<file path="src/rtl/core/record_sort_by_modular_sum_macros.svh">
// Assertion macros shared by the record sorter.
`ifndef RECORD_SORT_BY_MODULAR_SUM_MACROS_SVH
`define RECORD_SORT_BY_MODULAR_SUM_MACROS_SVH

// Check that a condition implies a consequence in the same cycle.
`define RSMS_ASSERT_IMPLY(label, clk, rst_n, cond, cons, msg) \
  label: assert property (@(posedge clk) disable iff (!rst_n) (cond) |-> (cons)) \
    else $error(msg);

// Check that a condition implies a consequence in the next cycle.
`define RSMS_ASSERT_NEXT(label, clk, rst_n, cond, cons, msg) \
  label: assert property (@(posedge clk) disable iff (!rst_n) (cond) |=> (cons)) \
    else $error(msg);

`endif

</file>
<file path="src/rtl/core/rsms_pkg.sv">
`default_nettype none
package rsms_pkg;
  localparam int MaxRecords = 16;
  localparam int MaxElements = 48;
  localparam int ResultCap = 64;
  localparam int RecW = $clog2(MaxRecords);
  localparam int RecCntW = $clog2(MaxRecords + 1);
  localparam int ElemW = $clog2(MaxElements);
  localparam int ElemCntW = $clog2(MaxElements + 1);
  localparam int ResCntW = $clog2(ResultCap + 1);
  localparam int ValW = 31;
  localparam logic [ValW-1:0] ModulusReset = 31'd1000000007;

  typedef struct packed {
    logic [ValW-1:0] element;
    logic element_present;
    logic end_of_record;
    logic end_of_set;
  } in_item_t;

  typedef struct packed {
    logic kind;
    logic [ValW-1:0] value;
    logic record_done;
    logic last;
    logic overflow;
  } out_item_t;

  // Record descriptor carried along the sorting chain.
  typedef struct packed {
    logic valid;
    logic [ValW-1:0] key;
    logic [ElemW-1:0] start;
    logic [ElemCntW-1:0] len;
  } rec_t;

  localparam logic KindKey = 1'b0;
  localparam logic KindElem = 1'b1;
endpackage
`default_nettype wire

</file>
<file path="src/rtl/core/rsms_modsum.sv">
`default_nettype none
`include "record_sort_by_modular_sum_macros.svh"
// Running sum step: sum = (sum + e mod m) mod m, or sum + e when m is zero; one quotient bit a cycle.
module rsms_modsum import rsms_pkg::*; (
  input  wire logic            clk,
  input  wire logic            rst_n,
  input  wire logic            start,
  input  wire logic [ValW-1:0] elem,
  input  wire logic [ValW-1:0] sum,
  input  wire logic [ValW-1:0] modulus,
  output logic                 busy,
  output logic                 done,
  output logic [ValW-1:0]      result
);
  localparam int CntW = $clog2(ValW + 1);
  typedef enum logic [1:0] {S_IDLE, S_DIV, S_ADD} state_t;
  state_t state_r;
  logic [CntW-1:0] cnt_r;
  logic [ValW:0] rem_r;
  logic [ValW-1:0] quo_r, res_r, sum_r;
  logic done_r;
  logic [ValW:0] trial, rem_sh, tot;

  always_comb begin
    rem_sh = {rem_r[ValW-1:0], quo_r[ValW-1]};
    trial = rem_sh - {1'b0, modulus};
    tot = {1'b0, rem_r[ValW-1:0]} + {1'b0, sum_r};
  end

  always_ff @(posedge clk) begin
    if (!rst_n) begin
      state_r <= S_IDLE;
      done_r <= 1'b0;
      cnt_r <= '0;
    end else begin
      done_r <= 1'b0;
      unique case (state_r)
        S_IDLE: begin
          if (start) begin
            quo_r <= elem;
            rem_r <= '0;
            sum_r <= sum;
            cnt_r <= CntW'(ValW);
            if (modulus == '0) begin
              res_r <= sum + elem;
              done_r <= 1'b1;
            end else begin
              state_r <= S_DIV;
            end
          end
        end
        S_DIV: begin
          quo_r <= {quo_r[ValW-2:0], 1'b0};
          rem_r <= trial[ValW] ? rem_sh : trial;
          cnt_r <= cnt_r - 1'b1;
          if (cnt_r == CntW'(1)) state_r <= S_ADD;
        end
        S_ADD: begin
          // Sum is below the modulus and so is the remainder: one subtract.
          res_r <= (tot >= {1'b0, modulus}) ? ValW'(tot - {1'b0, modulus})
                                             : tot[ValW-1:0];
          done_r <= 1'b1;
          state_r <= S_IDLE;
        end
        default: state_r <= S_IDLE;
      endcase
    end
  end

  assign busy = (state_r != S_IDLE);
  assign done = done_r;
  assign result = res_r;

  `RSMS_ASSERT_NEXT(a_add_done, clk, rst_n, state_r == S_ADD, done_r, "add without done")
  `RSMS_ASSERT_IMPLY(a_cnt_idle, clk, rst_n, state_r == S_DIV, cnt_r != '0, "div count zero")
  `RSMS_ASSERT_IMPLY(a_no_start_busy, clk, rst_n, busy, !done_r, "done while busy")
endmodule
`default_nettype wire

</file>
<file path="config.mk">
export PLATFORM = sky130hd
export DESIGN_NAME = rsms_modsum
export DESIGN_NICKNAME = d
export VERILOG_FILES = /design/src/rtl/core/rsms_pkg.sv /design/src/rtl/core/rsms_modsum.sv
export VERILOG_INCLUDE_DIRS = /design/src /design/src/rtl/core
export SDC_FILE = /design/constraint.sdc
export NUM_CORES = 1
export LEC_CHECK = 0
export BUFFER_PORTS_ARGS = -buffer_cell sky130_fd_sc_hd__buf_2
export CAP_MARGIN = 30
export CORE_MARGIN = 3
export CORE_UTILIZATION = 33
export DETAILED_ROUTE_END_ITERATION = 12
export SYNTH_ARGS = -nofsm -noshare
export SYNTH_HDL_FRONTEND = slang
export SYNTH_SLANG_ARGS = --single-unit
</file>
<file path="constraint.sdc">
create_clock -name clk -period 10.5 [get_ports clk]
set_input_delay 0.525 -clock clk [delete_from_list [all_inputs] [get_ports clk]]
set_output_delay 0.525 -clock clk [all_outputs]
set_load 0.05 [all_outputs]
</file>
==> metrics.txt, run 1 <==
Synth Area in XOR/XNOR=roughly 7%; Flop pwr share=between 20 and 30%; Via Count=between 10000 and 15000; fmax=~170 MHz; Comb power frac=between 40% and 50%; Area Overhead vs Synth=14.1%; Post-Synth Adder-Cell Area=between 10 and 15%; most common cell after layout, fill and taps aside=nand2_1; Max Fanout on Critical Path=between 40 and 50; worst path arrival time=slightly above 6 ns; post-synthesis mux area share=less than 1%; grt ovf=0; CTS tree=built; synthesis warning total=0; die area=between 0.03 and 0.04 mm²; syn_area_per_cell=8.62 µm²; Root Driver=clkbuf_16; postcts setup bufs=0; DP Worst Slack=about 4.6 ns; # clock sinks=approximately 130; Total GRT Usage=a little under a fifth; vias per cell=5.40; syn nets=roughly 1600; CP Launch Type=register; data required time of the worst path=between 10 and 15 ns; Worst Hold Class=in -> reg; CP Cell Sequence=ha_1 -> fa_1 -> a211oi_1 -> o21ai_0 -> a221oi_2 -> o21ai_0 -> a21o_1 -> a21oi_1 -> xnor2_1 -> ha_1 -> a21oi_1 -> o221a_2 -> nor2_1 -> o21ai_0 -> o311ai_4 -> a31oi_2 -> o221a_2 -> buf_12 -> nor2b_1 -> a211oi_1 -> a21oi_1; Cell Int Power=~1.4 mW; status=completed; Post-DRT Antenna Nets=0; synthesized-area fraction occupied by and/or/nand/nor cells=a little under a fifth; share of cells above drive strength 1=13.7%; largest net degree at the start of global routing=about 90; Leak=5.85 nW; final setup violation count=0; gpl congestion=approximately 0.95; Worst-path clk slew=0.06 ns; largest family of logic cells by synthesized area=compound AO/OA/AOI/OAI gates; VDD IR max=roughly 0.12 mV; Buffers on Ports=128; Net Sw Frac=a little under two fifths; vias in the first global route=between 10000 and 15000; cts bufs inserted=17; Seq/Total Area, Yosys=~33%; row cnt=approximately 70; final worst slack=~4.5 ns; Primary FF master, synth=edfxtp_1; RSZ-0062 raised after global routing=false; Final period util=between 50% and 60%; htree depth=4; Resized cells post-CTS=0; drt wl/cell=roughly 18 µm; Ant. Diodes=0; PwrDens=between 150 and 200 mW/mm²; Net Sw Power=approximately 0.83 mW; Initial Util=roughly a third; core area=around 0.036 mm²; Worst-Margin Slew=around 0.96 ns; FF+latch count, synth=roughly 130; commonest non-fill, non-tap cells in the layout=nand2_1, buf_2, ha_1; die extent in x=196 µm; die height=around 200 µm; fin crit period=about 6.0 ns; CTS Hold Bufs=0; I/O Pins=129; global-route wire length before repair=56400 µm; cell count after synthesis=1385; kind of critical path=reg -> reg; Compound-Gate Fraction of Synth Area=around 23%; Final Max Tran Viols=0; clock power share=roughly 28%; Setup TNS=0 ns; Synth Cell Area=0.0119 mm²; FFs w/ async S/R, synth=0%; final net count=about 1700; HPWL Detailed=28300 µm; clock buffer depth=2; slowest stage delay, CP=a little over 0.5 ns; initial drt markers=just under 800; CP max stage cell=a221oi_2; Fin Clk Skew=0.0135 ns; Post-synth EDFFs=124; first-pass iteration count of the detailed router=5; Post-Route WL=about 36000 µm; initial antenna violation count=0; # DRC=0; Clock Latency Late Sink=about 0.43 ns; Max-Slew Margin vs Limit=a little over a third; Distinct cells, synth=82; Crit. End Element=register; endpoints failing hold=0; Max Cap Viol=0
state kept, by name, indices dropped and copies added, names as in the netlist:
signal / count
cnt_r: 5
done: 1
quo_r: 31
rem_r: 31
result: 31
state_r: 2
sum_r: 31
power groups by stage:
stage,clock (mW),sequential [mW],combinational [mW]
after global routing,0.653,0.651,1.04
final,0.621,0.648,0.933
after global placement,0,0.658,0.906
after CTS,0.633,0.648,0.923
after detailed placement,0,0.659,0.914
after floorplan,0,0.648,0.719
through the flow:
stage	utilization, %	hold slack (ns)	cells	instance area [µm²]	total power, mW
after detailed placement	36.5	0.494	1933	13000	1.57
final	38.2	0.294	1965	13600	2.20
after global routing	38.2	0.287	1965	13600	2.34
after floorplan	-	0.484	1385	11900	1.37
after global placement	36.4	0.488	1931	13000	1.56
after CTS	38.2	0.276	1965	13600	2.20
worst max-delay path: cells and delay by family (launching register included):
| kind | cells | cell delay (ns) |
|---|---|---|
| AO/OA/AOI/OAI | 14 | 3.82 |
| adder cells (fa/ha/maj) | 3 | 0.94 |
| flip-flops | 1 | 0.43 |
| buffers and inverters | 1 | 0.26 |
| XOR/XNOR | 1 | 0.12 |
| AND/OR/NAND/NOR | 2 | 0.12 |
cell usage after synthesis, drive strengths merged (3+ instances only):
library cell  instances  area share (%)
o211ai               17             1.1
or4                   5            0.31
inv                  69             2.2
xnor2                59             4.3
a221oi                4            0.45
o31ai                 5            0.31
xor2                 39             2.9
a21oi               123             5.2
a2111oi               5            0.73
clkbuf               35             1.1
nor2b                14            0.73
or2                   4            0.21
edfxtp              124              31
a31oi                14            0.84
o21a                 16             1.0
nand2b               16            0.84
nand4                17            0.89
o221a                 4            0.38
nand2               199             6.3
and2                  9            0.47
nor4                 11            0.58
o21ai               112             4.8
or3                  14            0.73
a21o                 49             3.1
ha                  125              13
dfxtp                 8             1.3
and3                 13            0.68
nand3                53             2.3
nor2                 92             2.9
nand4b                3            0.22
o31a                  3            0.22
a21boi                6            0.41
mux2i                 8            0.67
o22ai                 3            0.21
nand3b                3            0.19
nor3                 19            0.80
o221ai                3            0.22
o21bai               10            0.66
a211oi               24             1.5
a31o                  4            0.29
fa                    4            0.67
buf                  14            0.93
path summary, 6_finish.rpt:
kind	from	cells past startpoint	slack [ns]	end
hold / removal	sum[8]	1	0.29	sum_r[8]
setup reg to reg	rem_r[0]	21	4.50	result[1]
hold reg to reg	quo_r[27]	2	0.51	quo_r[28]
setup / recovery	rem_r[0]	21	4.50	result[1]
cell families after synthesis:
group,after synthesis
AOI/OAI and AO/OA,424
buffers and inverters,118
muxes,10
adders and majority gates,129
xor gates and xnor gates,98
DFF,132
and+or+nand+nor,474
routing by layer:
layer / global-route usage, % / share of wire, % / vias up
li1: - / - / 5325
met1: 26.5 / 48 / 4930
met3: 2.63 / 5.3 / 43
met4: 5.81 / 2.5 / 0
met2: 29.2 / 44 / 318
met5: 0 / 0 / -
final cells by class:
type | instances | area (µm²)
multi-input combinational | 1135 | 7580
fill | 3631 | 22000
timing repair buffer | 136 | 726
inverter | 69 | 259
tap | 461 | 577
sequential | 132 | 3880
clock inverter | 15 | 179
clock buffer | 17 | 425
Note: power is estimated with default switching activity, not from simulation.
==> run 2: changes to the inputs <==
==> constraint.sdc (replaced) <==
create_clock -name clk -period 5 [get_ports clk]
set_input_delay 0.25 -clock clk [delete_from_list [all_inputs] [get_ports clk]]
set_output_delay 0.25 -clock clk [all_outputs]
set_load 0.05 [all_outputs]
==> run 2 against run 1 <==
Against the previous run: final area up 10%; global-route usage up 0.94 points; fmax up 20%; routed wire length up 8.5%; clock power up 96%; combinational power rose to 2.7 times the previous value; largest cell class unchanged; highest routed layer unchanged.
==> metrics.txt, run 2 (synthesis results as in run 1) <==
Leak=between 6 and 7 nW; Clock Latency Late Sink=around 0.44 ns; Crit. End Element=register; Post-DRT Antenna Nets=0; Buf/Inv on CP=3; clock buffer depth=2; share of cells above drive strength 1=a little under a quarter; fmax=200 MHz; Worst Hold Class=in -> reg; Worst-path clk slew=~0.06 ns; Root Driver=clkbuf_16; total power=approximately 5 mW; PwrDens=340 mW/mm²; die area=slightly below 0.04 mm²; die height=around 200 µm; Total GRT Usage=between 10% and 20%; final net count=1831; vias in the first global route=10702; Max Cap Viol=0; data required time of the worst path=5.16 ns; HPWL Detailed=between 20000 and 30000 µm; VDD IR max=around 0.22 mV; row cnt=a little under 70; Area Overhead vs Synth=25.9%; RSZ-0062 raised after global routing=true; Via Count=around 11000; cts bufs inserted=17; # DRC=0; fin crit period=~5.0 ns; kind of critical path=reg -> reg; endpoints failing hold=0; status=completed; initial antenna violation count=0; drt wl/cell=about 19 µm; Final Max Tran Viols=0; Max Fanout on Critical Path=5; Max-Slew Margin vs Limit=approximately 36%; core area=between 0.03 and 0.04 mm²; Final period util=~100%; commonest non-fill, non-tap cells in the layout=nand2_1, buf_2, edfxtp_1; WHS=roughly 0.016 ns; htree depth=4; CP max stage cell=edfxtp_1; final setup violation count=0; # clock sinks=132; Buffers on Ports=128; vias per cell=about 5.4; first-pass iteration count of the detailed router=6; Core Util, Final=between 40 and 50%; Fin Clk Skew=0.0115 ns; Worst-Margin Slew=roughly 0.96 ns; I/O Pins=between 100 and 150; CP Cell Sequence=ha_4 -> fa_2 -> a211oi_2 -> o21ai_2 -> a221oi_4 -> buf_4 -> o21ai_2 -> a21o_1 -> a21oi_2 -> xnor2_2 -> ha_1 -> nand2_2 -> or3_4 -> o311ai_4 -> a31oi_4 -> o221a_4 -> buf_12 -> clkbuf_16 -> a211oi_2 -> a21oi_1; grt ovf=0; initial drt markers=approximately 1000; worst path arrival time=between 5 and 6 ns; CP delay by family, top=compound AO/OA/AOI/OAI gates; most common cell after layout, fill and taps aside=nand2_1; Post-Route WL=between 30000 and 40000 µm; CP Launch Type=register; slowest stage delay, CP=0.43 ns; largest net degree at the start of global routing=between 60 and 70; global-route wire length before repair=about 59000 µm; gpl congestion=roughly 0.89; Initial Util=between 30 and 40%; CTS tree=built; die extent in x=196 µm
[run 2: changes by cell type in the layout (fill, tap and decap cells not counted), sizes merged]
cell         change
buf            +105
clkbuf           +3
clkinv           +1
clkinvlp         +2
diode            +2
bufinv           -2
inv              -2
dlygate4sd3      +7
[run 2: final cells by class]
| class | instances | area [µm²] |
|---|---|---|
| Clock inverter | 14 | 115 |
| Inverter | 69 | 259 |
| Multi-Input combinational cell | 1135 | 8040 |
| Fill cell | 3490 | 20600 |
| Clock buffer | 17 | 425 |
| Sequential cell | 132 | 3880 |
| Tap cell | 461 | 577 |
| Timing Repair Buffer | 251 | 1740 |
| Antenna cell | 2 | 5.00 |
[run 2: power by group]
part           total, mW  switching [mW]  internal, mW
registers           1.37          0.0569          1.31
clock network       1.22           0.540         0.675
logic               2.54            1.39          1.15
[run 2: stage by stage]
stage                     cell area (µm²)  setup slack, ns  TNS [ns]  std cells
after global routing                15000           -0.123     -1.37       2079
final                               15000          0.00258         0       2081
after global placement              13600           -0.148     -2.08       2013
after CTS                           14400         0.000978         0       2061
after floorplan                     11900           0.0349         0       1385
after detailed placement            13700           -0.339     -7.40       2015
[run 2: timing repair]
action	CTS	global route
gates cloned	1	3
endpoints found under the setup margin	31	31
resized for setup	15	84
endpoints found under the hold margin	7	0
pin swaps	5	54
hold buffers	7	0
setup buffers	7	16
[run 2: final timing paths]
| path | startpoint | endpoint | slack [ns] | depth (start not counted) |
|---|---|---|---|---|
| min | sum[14] | sum_r[14] | 0.02 | 1 |
| max | rem_r[0] | result[6] | 0.003 | 20 |
| max reg2reg | rem_r[0] | result[6] | 0.003 | 20 |
| min reg2reg | quo_r[27] | quo_r[28] | 0.51 | 2 |
[run 2: worst register-to-register path: stages (launching register included)]
cell and delay (ns):
edfxtp_1 0.43, ha_4 0.20, fa_2 0.40, a211oi_2 0.30
o21ai_2 0.14, a221oi_4 0.29, buf_4 0.17, o21ai_2 0.05
a21o_1 0.17, a21oi_2 0.17, xnor2_2 0.11, ha_1 0.34
nand2_2 0.11, or3_4 0.40, o311ai_4 0.37, a31oi_4 0.15
o221a_4 0.36, buf_12 0.16, clkbuf_16 0.16, a211oi_2 0.21
a21oi_1 0.06
[run 2: layer usage]
metal / part of all wire, % / track usage [%]
met1: 47 / 28.3
met2: 45 / 31.1
met3: 6.0 / 2.40
met4: 1.6 / 4.70
met5: 0 / 0
