File: config.mk
export PLATFORM = sky130hd
export DESIGN_NAME = rsms_cell
export DESIGN_NICKNAME = d
export VERILOG_FILES = /design/src/rtl/core/record_sort_by_modular_sum_macros.svh /design/src/rtl/core/rsms_pkg.sv /design/src/rtl/core/rsms_cell.sv
export SDC_FILE = /design/constraint.sdc
export NUM_CORES = 1
export LEC_CHECK = 0
export ABC_CLOCK_PERIOD_IN_PS = 7300
export CAP_MARGIN = 0
export CORE_MARGIN = 2
export CORE_UTILIZATION = 25
export CTS_CLUSTER_DIAMETER = 30
export CTS_CLUSTER_SIZE = 8
export DETAILED_ROUTE_END_ITERATION = 6
export DONT_BUFFER_PORTS = 1
export SYNTH_ARGS = -nofsm -noshare
export SYNTH_HDL_FRONTEND = slang
export SYNTH_SLANG_ARGS = --single-unit
File: constraint.sdc
create_clock -name clk -period 7.3 [get_ports clk]
set_clock_uncertainty 0.2 [all_clocks]
set_input_delay 0.73 -clock clk [delete_from_list [all_inputs] [get_ports clk]]
set_output_delay 0.73 -clock clk [all_outputs]
set_load 0.02 [all_outputs]
File: src/rtl/core/record_sort_by_modular_sum_macros.svh
// Assertion macros shared by the record sorter.
`ifndef RECORD_SORT_BY_MODULAR_SUM_MACROS_SVH
`define RECORD_SORT_BY_MODULAR_SUM_MACROS_SVH

// Check that a condition implies a consequence in the same cycle.
`define RSMS_ASSERT_IMPLY(label, clk, rst_n, cond, cons, msg) \
  label: assert property (@(posedge clk) disable iff (!rst_n) (cond) |-> (cons)) \
    else $error(msg);

// Check that a condition implies a consequence in the next cycle.
`define RSMS_ASSERT_NEXT(label, clk, rst_n, cond, cons, msg) \
  label: assert property (@(posedge clk) disable iff (!rst_n) (cond) |=> (cons)) \
    else $error(msg);

`endif

File: src/rtl/core/rsms_pkg.sv
`default_nettype none
package rsms_pkg;
  localparam int MaxRecords = 16;
  localparam int MaxElements = 48;
  localparam int ResultCap = 64;
  localparam int RecW = $clog2(MaxRecords);
  localparam int RecCntW = $clog2(MaxRecords + 1);
  localparam int ElemW = $clog2(MaxElements);
  localparam int ElemCntW = $clog2(MaxElements + 1);
  localparam int ResCntW = $clog2(ResultCap + 1);
  localparam int ValW = 31;
  localparam logic [ValW-1:0] ModulusReset = 31'd1000000007;

  typedef struct packed {
    logic [ValW-1:0] element;
    logic element_present;
    logic end_of_record;
    logic end_of_set;
  } in_item_t;

  typedef struct packed {
    logic kind;
    logic [ValW-1:0] value;
    logic record_done;
    logic last;
    logic overflow;
  } out_item_t;

  // Record descriptor carried along the sorting chain.
  typedef struct packed {
    logic valid;
    logic [ValW-1:0] key;
    logic [ElemW-1:0] start;
    logic [ElemCntW-1:0] len;
  } rec_t;

  localparam logic KindKey = 1'b0;
  localparam logic KindElem = 1'b1;
endpackage
`default_nettype wire

File: src/rtl/core/rsms_cell.sv
`default_nettype none
// One insertion cell: keeps the smallest record it has seen, passes the rest on.
// Equal keys fall back to load position (start, then length), so records with
// equal keys leave the chain in load order whatever order they reach a cell.
module rsms_cell import rsms_pkg::*; (
  input  wire logic clk,
  input  wire logic rst_n,
  input  wire logic clear,
  input  wire logic shift,
  input  wire rec_t in_rec,
  output rec_t      out_rec,
  output rec_t      held
);
  rec_t held_r, held_nxt, out_r, out_nxt;

  always_comb begin
    held_nxt = held_r;
    out_nxt = '0;
    if (clear) begin
      held_nxt = '0;
    end else if (shift) begin
      // Pull the neighbor's held record; nothing is passed on downstream.
      held_nxt = in_rec;
    end else if (in_rec.valid) begin
      if (!held_r.valid) begin
        held_nxt = in_rec;
      end else if ({in_rec.key, in_rec.start, in_rec.len} <
                   {held_r.key, held_r.start, held_r.len}) begin
        held_nxt = in_rec;
        out_nxt = held_r;
      end else begin
        out_nxt = in_rec;
      end
    end
  end

  always_ff @(posedge clk) begin
    if (!rst_n) begin
      held_r <= '0;
      out_r <= '0;
    end else begin
      held_r <= held_nxt;
      out_r <= shift ? '0 : out_nxt;
    end
  end

  assign out_rec = out_r;
  assign held = held_r;
endmodule
`default_nettype wire

==> results of run 1 <==
## per-stage QoR
| step | util | std cells | hold slack, ns | power (uW) | setup WS (ns) |
|---|---|---|---|---|---|
| 2_1_floorplan | - | 550 | 0.362 | 617 | 4.22 |
| 3_3_place_gp | 0.262 | 741 | 0.396 | 653 | 3.58 |
| 3_5_place_dp | 0.262 | 741 | 0.395 | 654 | 3.52 |
| 4_1_cts | 0.280 | 756 | 0.299 | 1200 | 3.66 |
| 5_1_grt | 0.280 | 756 | 0.301 | 1240 | 3.39 |
| 6_report | 0.280 | 757 | 0.311 | 1180 | 3.71 |
## power by group
group | internal (uW) | leakage, uW | switching [uW]
clock | 343 | 0.000163 | 193
combinational | 46.2 | 0.000875 | 79.0
sequential | 491 | 0.000714 | 26.0
## state kept, by name, summed over array words and instances, names as in the netlist
signal	flops
out_rec	44
held	44
## logic make-up after synthesis
family	synth area share
compound gates	0.272
simple gates	0.134
flops	0.385
buf+inv	0.0942
fa+ha+maj	0.115
## placed cells by master, fill, tap and decap left out, types with 2 or more instances in the layout
cell type   n
a21o_1      2
nor3_1      2
clkbuf_16   9
nand2_1    10
o21ai_4     2
a221oi_1    2
inv_1      44
clkbuf_1    2
a21boi_0    3
dfxtp_1    88
ha_1       42
buf_4       5
nor2b_1     2
a21boi_1   40
o21ai_1    40
o21a_1      2
nand4_1     8
o21ai_0    52
nor2_1      2
nand3_1    90
a21oi_1    60
bufinv_16   3
## final timing paths
kind | from | to | slack [ns]
setup / recovery | held[14] | out_rec[5] | 3.71
hold / removal | in_rec[43] | held[43] | 0.31
setup reg to reg | held[14] | out_rec[5] | 3.71
hold reg to reg | held[0] | out_rec[0] | 0.40
## per-layer routing
metal / GRT usage / vias up / wire, um
met1: 0.188 / 1867 / 6470
met2: 0.246 / 115 / 6750
met5: 0 / - / 0
met3: 0.0427 / 19 / 863
met4: 0.0457 / 0 / 224
li1: - / 1906 / -
## final cells by class
type | count | area [um^2] | area share
sequential | 88 | 1760 | 0.350
inverter | 44 | 165 | 0.0328
clock buffer | 12 | 246 | 0.0489
tap | 229 | 287 | 0.0569
multi-input combinational | 375 | 2450 | 0.486
clock inverter | 3 | 90.1 | 0.0179
antenna | 1 | 2.50 | 0.000497
timing repair buffer | 5 | 37.5 | 0.00745
==> impl_metrics.py, run 1 <==
metrics = {
    "critical_path": {
        "cp.depth": 10,
        "worst-path-buf-inv": 2,
        "setup.worst_path.class": "reg2reg",
        "cp.arrival_ns": 3.63,
        "slowest_delay_ns": 0.71,
        "r2r.worst_path.cells": 10,
        "worstPathMaxFanout": 22,
        "crit_required_ns": 7.34,
        "crit_path_top_delay_cell": "o21ai_4",
        "crit_chain": "inv_1, ha_1, a21oi_1, o21ai_0, a221oi_1, o21ai_0, o21ai_4, buf_4, nand3_1, a21oi_1",
        "cp-end-kind": "flip-flop",
        "critical_path.top_delay_family": "compound AO/OA/AOI/OAI gates",
        "cp-start-kind": "flip-flop",
    },
    "yosys": {
        "synth_cell_types": 33,
        "synth_top_area_cell": "dfxtp_1",
        "yosysWarnings": 0,
        "syn_nets": 640,
        "synthTopCellsByCount": "91 x nand3_1, 88 x dfxtp_1, 61 x a21oi_1, 52 x o21ai_0, 44 x inv_1",
        "synth_top_area_frac": 0.385,
        "synth_area_um2": 4580,
        "synth_cells": 550,
        "synth-seq-cells": 88,
        "ys_seq_area_frac": 0.385,
        "ys.flop_type": "dfxtp_1",
        "synth.area.top_cells": "dfxtp_1 38%, ha_1 11%, nand3_1 9.9%",
        "synth_edf_count": 0,
        "async_flop_share": 0,
        "synth.most_common_cell": "nand3_1",
        "synth_area_per_cell_um2": 8.33,
    },
    "grt": {
        "track_usage": 0.149,
        "grt_pass1_wl_um": 22700,
        "grt_remaining_overflow": 0,
        "grt_pass1_vias": 3877,
        "grt_max_degree": 46,
        "antenna_found_initial": 0,
    },
    "sta": {
        "period_needed_ns": 3.59,
        "post-route-period-util": 0.492,
        "rsz0062_at_grt": "false",
        "fmax_ghz": 0.279,
        "setup_violations": 0,
        "tightest_slew_ns": 1.08,
        "hold_violations": 0,
        "final_max_slew_viol_count": 0,
        "fin_tns_setup_ns": 0,
        "slew_headroom": 0.280,
    },
    "routing": {
        "drcViolationCount": 0,
        "drt_wl_total_um": 14300,
        "dr_total_vias": 3907,
        "firstDrtPassIters": 4,
        "drt_iter0_markers": 199,
        "vias_per_cell": 5.16,
        "wire_per_inst_um": 18.9,
        "ant_nets": 0,
    },
    "clock_network": {
        "postCtsSetupBuffers": 0,
        "cts_buffers": 9,
        "hold_buffers": 0,
        "insertion_delay_ns": 0.34,
        "tritoncts": "done",
        "ctsResizeCount": 0,
        "ctsRootBufferMaster": "clkbuf_16",
        "htree_num_levels": 3,
        "cts.sinks": 88,
        "clockBufferDepth": 2,
        "clk_pin_slew_ns": 0.07,
    },
    "cells_and_area": {
        "syn2layout_area_growth_pct": 9.97,
        "fillers": 1904,
        "final_nets": 613,
        "design_area_um2": 5040,
        "drive_gt1_frac": 0.0607,
    },
    "floorplan": {
        "start_util": 0.255,
        "die_x_um": 139,
        "rows": 49,
        "die_h_um": 139,
        "core_area_um2": 18000,
        "dieArea_um2": 19400,
        "ios": 136,
    },
    "place": {
        "routabilityCongestion": 0.729,
        "port_buffers": 0,
        "postPlaceCellArea_um2": 4700,
        "dpl.hpwl_um": 9400,
    },
    "power": {
        "power_leakage_uw": 0.00175,
        "ir_drop_v": 0.0000982,
        "powerDensity_nw_per_um2": 234,
    },
    "run_status": {
        "status": "finished, final reports clean",
    },
    "min_path": {
        "hold_class": "in2reg",
        "hold_depth": 1,
    },
    "flow_run": {
        "maxCapViolCount": 0,
    },
}
No activity file was read; power rests on OpenSTA's default activity.
==> run 2, diff against run 1 <==
- ABC_CLOCK_PERIOD_IN_PS: 7300 -> 3300
- clock period: 7.3 -> 3.3 ns (I/O delays scaled with it)
==> impl_metrics.py, run 2 (same netlist as run 1, synthesis figures left out) <==
metrics = {
    "run_status": {
        "status": "finished, final reports clean",
    },
    "floorplan": {
        "dieArea_um2": 19400,
        "ios": 136,
        "core_area_um2": 18000,
        "die_h_um": 139,
        "die_x_um": 139,
        "rows": 49,
        "start_util": 0.255,
    },
    "min_path": {
        "holdPathEnd": "out_rec[16]",
        "hold_class": "in2reg",
        "min_from": "in_rec[43]",
        "hold_depth": 2,
    },
    "clock_network": {
        "clockBufferDepth": 2,
        "insertion_delay_ns": 0.35,
        "tritoncts": "done",
        "clk_pin_slew_ns": 0.07,
        "cts_buffers": 9,
        "ctsRootBufferMaster": "clkbuf_16",
        "cts.sinks": 88,
        "htree_num_levels": 3,
    },
    "critical_path": {
        "worstPathMaxFanout": 23,
        "r2r.worst_path.cells": 10,
        "cp.arrival_ns": 3.15,
        "crit_path_top_delay_cell": "or4_4",
        "crit_chain": "inv_1, ha_1, nand4_2, or4_4, or3_1, o22ai_4, o211a_4, buf_4, o21ai_1, a21boi_1",
        "timing.rr.start": "held[26]",
        "crit_required_ns": 3.38,
        "worst-path-buf-inv": 2,
        "slowest_delay_ns": 0.56,
        "rrSetupSlack_ns": 0.23,
        "critical_path.top_delay_family": "simple AND/OR/NAND/NOR gates",
        "cp-end-kind": "flip-flop",
        "r2r-end": "held[40]",
        "setup.worst_path.class": "reg2reg",
        "cp-start-kind": "flip-flop",
    },
    "cells_and_area": {
        "fillers": 1881,
        "register_area_um2": 1760,
        "design_area_um2": 5890,
        "final_cell_mix": "90 x nand3_1, 88 x dfxtp_1, 60 x a21oi_1, 53 x buf_4, 52 x o21ai_0",
        "antenna_cells": 0,
        "drive_gt1_frac": 0.138,
        "syn2layout_area_growth_pct": 28.7,
        "final_nets": 708,
        "final_common_cell": "nand3_1",
        "multi_input_area_um2": 2460,
    },
    "routing": {
        "drt_wl_total_um": 16000,
        "drcViolationCount": 0,
        "drt_iter0_markers": 298,
        "vias_per_cell": 5.17,
        "dr_total_vias": 4409,
        "wire_per_inst_um": 18.8,
        "firstDrtPassIters": 5,
        "ant_nets": 0,
    },
    "grt": {
        "grt_pass1_wl_um": 25700,
        "grt_max_degree": 45,
        "antenna_found_initial": 0,
        "track_usage": 0.169,
        "grt_remaining_overflow": 0,
        "grt_pass1_vias": 4440,
    },
    "power": {
        "power_leakage_uw": 0.00222,
        "powerDensity_nw_per_um2": 450,
        "ir_drop_v": 0.000244,
    },
    "place": {
        "dpl.hpwl_um": 10300,
        "port_buffers": 0,
        "postPlaceCellArea_um2": 5110,
        "routabilityCongestion": 0.797,
    },
    "sta": {
        "setup_violations": 0,
        "hold_violations": 0,
        "post-route-period-util": 0.930,
        "rsz0062_at_grt": "false",
        "fmax_ghz": 0.326,
        "slew_headroom": 0.318,
        "final_max_slew_viol_count": 0,
        "period_needed_ns": 3.07,
        "tightest_slew_ns": 1.01,
        "fin_tns_setup_ns": 0,
    },
    "flow_run": {
        "maxCapViolCount": 0,
    },
}
==> run 2: what timing repair did <==
| item | 4_1_cts | 5_1_grt |
|---|---|---|
| endpoints found under the hold margin | 87 | 0 |
| gates resized for setup | 0 | 2 |
| setup endpoints to repair | 0 | 32 |
| hold buffers | 44 | 0 |
| setup buffers | 0 | 1 |
==> run 2: through the flow <==
stage	utilization	total power [uW]	setup slack [ns]	hold slack [ns]	std cells
CTS	0.327	2690	0.128	0.0279	851
global route	0.328	2780	0.0106	0.0664	852
detailed placement	0.285	1480	0.160	0.259	791
floorplan	-	1370	0.419	0.254	550
global placement	0.285	1480	0.235	0.258	791
finish	0.328	2650	0.232	0.0555	852
==> run 2: worst register-to-register path: stages, from the launching register on <==
cell and delay (ns):
dfxtp_1 0.33, inv_1 0.05, ha_1 0.31, nand4_2 0.13, or4_4 0.57, or3_1 0.37
o22ai_4 0.26, o211a_4 0.19, buf_4 0.31, o21ai_1 0.14, a21boi_1 0.14
==> run 2: worst max-delay path by stage <==
| stage | start | end | slack [ns] | depth (start not counted) |
|---|---|---|---|---|
| after global placement | held[26] | out_rec[3] | 0.23 | 10 |
| after CTS | held[26] | out_rec[3] | 0.13 | 10 |
| after global routing | held[18] | held[17] | 0.01 | 10 |
| after detailed placement | held[26] | out_rec[3] | 0.16 | 10 |
| final | held[26] | held[40] | 0.23 | 10 |
| after floorplan | held[24] | held[0] | 0.42 | 10 |
==> run 2: area by class of cell <==
| class | instances | area share |
|---|---|---|
| timing repair buffer | 100 | 0.152 |
| inverter | 44 | 0.0280 |
| multi-input combinational | 375 | 0.418 |
| tap | 229 | 0.0486 |
| clock buffer | 10 | 0.0405 |
| clock inverter | 6 | 0.0140 |
| sequential | 88 | 0.299 |
==> run 2: where the power goes <==
part           switching, uW  total [uW]  internal (uW)
clock network            457        1140            681
logic                    241         410            169
registers               19.7        1110           1090
total                    717        2650           1930
==> run 2: routing by layer <==
metal | track usage | share of wire | up-vias
met3 | 0.0482 | 0.075 | 21
met4 | 0.0654 | 0.022 | 0
met5 | 0 | 0 | -
li1 | - | - | 2105
met2 | 0.274 | 0.46 | 160
met1 | 0.214 | 0.44 | 2123
==> run 3, diff against run 2 <==
--- a/config.mk
+++ b/config.mk
@@ -17,2 +17,3 @@
 export SYNTH_HDL_FRONTEND = slang
 export SYNTH_SLANG_ARGS = --single-unit
+export TNS_END_PERCENT = 20
==> constraint.sdc (replaced) <==
create_clock -name clk -period 3.3 [get_ports clk]
set_clock_uncertainty 0.2 [all_clocks]
set_input_delay 0.165 -clock clk [delete_from_list [all_inputs] [get_ports clk]]
set_output_delay 0.165 -clock clk [all_outputs]
set_load 0.02 [all_outputs]
==> impl_metrics.py, run 3 (same netlist as run 1, synthesis figures left out) <==
metrics = {
    "grt": {
        "grt_remaining_overflow": 0,
        "grt_max_degree": 45,
        "grt_pass1_vias": 4413,
        "antenna_found_initial": 0,
        "grt_pass1_wl_um": 25200,
        "track_usage": 0.165,
    },
    "power": {
        "comb_power_share": 0.156,
        "ir_drop_v": 0.000254,
        "p_clk_frac": 0.428,
        "cellInternalPower_uw": 1940,
        "p_switching_uw": 713,
        "power_frac_seq": 0.417,
        "p_total_uw": 2650,
        "powerDensity_nw_per_um2": 445,
        "power_leakage_uw": 0.00225,
        "power.share.switching": 0.269,
    },
    "place": {
        "routabilityCongestion": 0.787,
        "postPlaceCellArea_um2": 5100,
        "pre_cts_slack_ns": 0.111,
        "port_buffers": 0,
        "dpl.hpwl_um": 10200,
    },
    "critical_path": {
        "crit_chain": "inv_1, ha_1, nand4_2, or4_4, or3_1, o22ai_4, o21a_4, buf_4, o21ai_0, a21oi_1",
        "cp.depth": 10,
        "cp-start-kind": "flip-flop",
        "cp-end-kind": "flip-flop",
        "critical_path.top_delay_family": "simple AND/OR/NAND/NOR gates",
        "setup.worst_path.class": "reg2reg",
        "r2r.worst_path.cells": 10,
        "crit_required_ns": 3.37,
        "cp.arrival_ns": 3.16,
        "slowest_delay_ns": 0.57,
        "crit_path_top_delay_cell": "or4_4",
        "worst-path-buf-inv": 2,
        "worstPathMaxFanout": 11,
    },
    "sta": {
        "hold_violations": 0,
        "setup_violations": 0,
        "slew_headroom": 0.323,
        "period_needed_ns": 3.09,
        "finalWorstSetupSlack_ns": 0.211,
        "fmax_ghz": 0.324,
        "fin_tns_setup_ns": 0,
        "tightest_slew_ns": 1.01,
        "post-route-period-util": 0.936,
        "rsz0062_at_grt": "false",
        "final_max_slew_viol_count": 0,
    },
    "floorplan": {
        "die_x_um": 139,
        "dieArea_um2": 19400,
        "start_util": 0.255,
        "core_area_um2": 18000,
        "ios": 136,
        "rows": 49,
        "die_h_um": 139,
    },
    "clock_network": {
        "insertion_delay_ns": 0.35,
        "clk_pin_slew_ns": 0.07,
        "tritoncts": "done",
        "ctsRootBufferMaster": "clkbuf_16",
        "cts_buffers": 9,
        "clockBufferDepth": 2,
        "htree_num_levels": 3,
        "cts.sinks": 88,
    },
    "run_status": {
        "status": "finished, final reports clean",
    },
    "cells_and_area": {
        "design_area_um2": 5960,
        "fin_util": 0.332,
        "final_common_cell": "nand3_1",
        "antenna_cells": 0,
        "final_nets": 715,
        "final_cell_mix": "90 x nand3_1, 88 x dfxtp_1, 60 x a21oi_1, 57 x buf_4, 52 x o21ai_0",
        "drive_gt1_frac": 0.143,
        "fillers": 1878,
        "syn2layout_area_growth_pct": 30.1,
    },
    "routing": {
        "vias_per_cell": 5.10,
        "wire_per_inst_um": 18.6,
        "drt_iter0_markers": 218,
        "drcViolationCount": 0,
        "drt_wl_total_um": 16000,
        "firstDrtPassIters": 4,
        "ant_nets": 0,
        "dr_total_vias": 4379,
    },
    "min_path": {
        "hold_depth": 3,
        "hold_class": "in2reg",
    },
    "flow_run": {
        "maxCapViolCount": 0,
    },
}
[run 3: final cells by class]
cell class	count	area, um^2	share of cell area
clock inverter	5	80.1	0.0134
multi-input combinational	375	2450	0.412
clock buffer	11	243	0.0407
sequential	88	1760	0.296
timing repair buffer	107	968	0.163
inverter	44	165	0.0277
tap	229	287	0.0481
[run 3: worst reg2reg max path: stages, from the launching register on]
cell and delay, ns:
dfxtp_1 0.34, inv_1 0.05, ha_1 0.32, nand4_2 0.14, or4_4 0.57, or3_1 0.37, o22ai_4 0.27, o21a_4 0.26
buf_4 0.21, o21ai_0 0.09, a21oi_1 0.19
[run 3: final timing paths]
kind | endpoint | startpoint | slack (ns)
setup / recovery | out_rec[24] | held[26] | 0.21
hold / removal | out_rec[16] | rst_n | 0.05
setup reg to reg | out_rec[24] | held[26] | 0.21
hold reg to reg | out_rec[0] | held[0] | 0.41
[run 3: routing by layer]
| metal | wire [um] | GRT usage | up-vias | share of wire |
|---|---|---|---|---|
| li1 | - | - | 2117 | - |
| met2 | 7520 | 0.272 | 146 | 0.47 |
| met5 | 0 | 0 | - | 0 |
| met3 | 1080 | 0.0454 | 18 | 0.067 |
| met1 | 7070 | 0.208 | 2098 | 0.44 |
| met4 | 340 | 0.0606 | 0 | 0.021 |
[run 3: power groups by stage]
| stage | Clock, uW | Sequential (uW) | Combinational [uW] |
|---|---|---|---|
| floorplan | 0 | 1160 | 209 |
| global placement | 0 | 1130 | 352 |
| detailed placement | 0 | 1130 | 356 |
| CTS | 1170 | 1110 | 412 |
| global route | 1210 | 1110 | 459 |
| finish | 1130 | 1110 | 413 |
[run 3: what timing repair did]
| item | in CTS | in global routing |
|---|---|---|
| setup buffers | 0 | 7 |
| hold buffers | 46 | 0 |
| setup endpoints to repair | 0 | 51 |
| endpoints found under the hold margin | 87 | 0 |
| resized for setup | 0 | 1 |
[run 3: metrics by stage]
step                cells  hold slack, ns
global placement      790          0.0922
detailed placement    790          0.0949
finish                859          0.0454
global route          859          0.0773
CTS                   852          0.0266
floorplan             550          0.0891
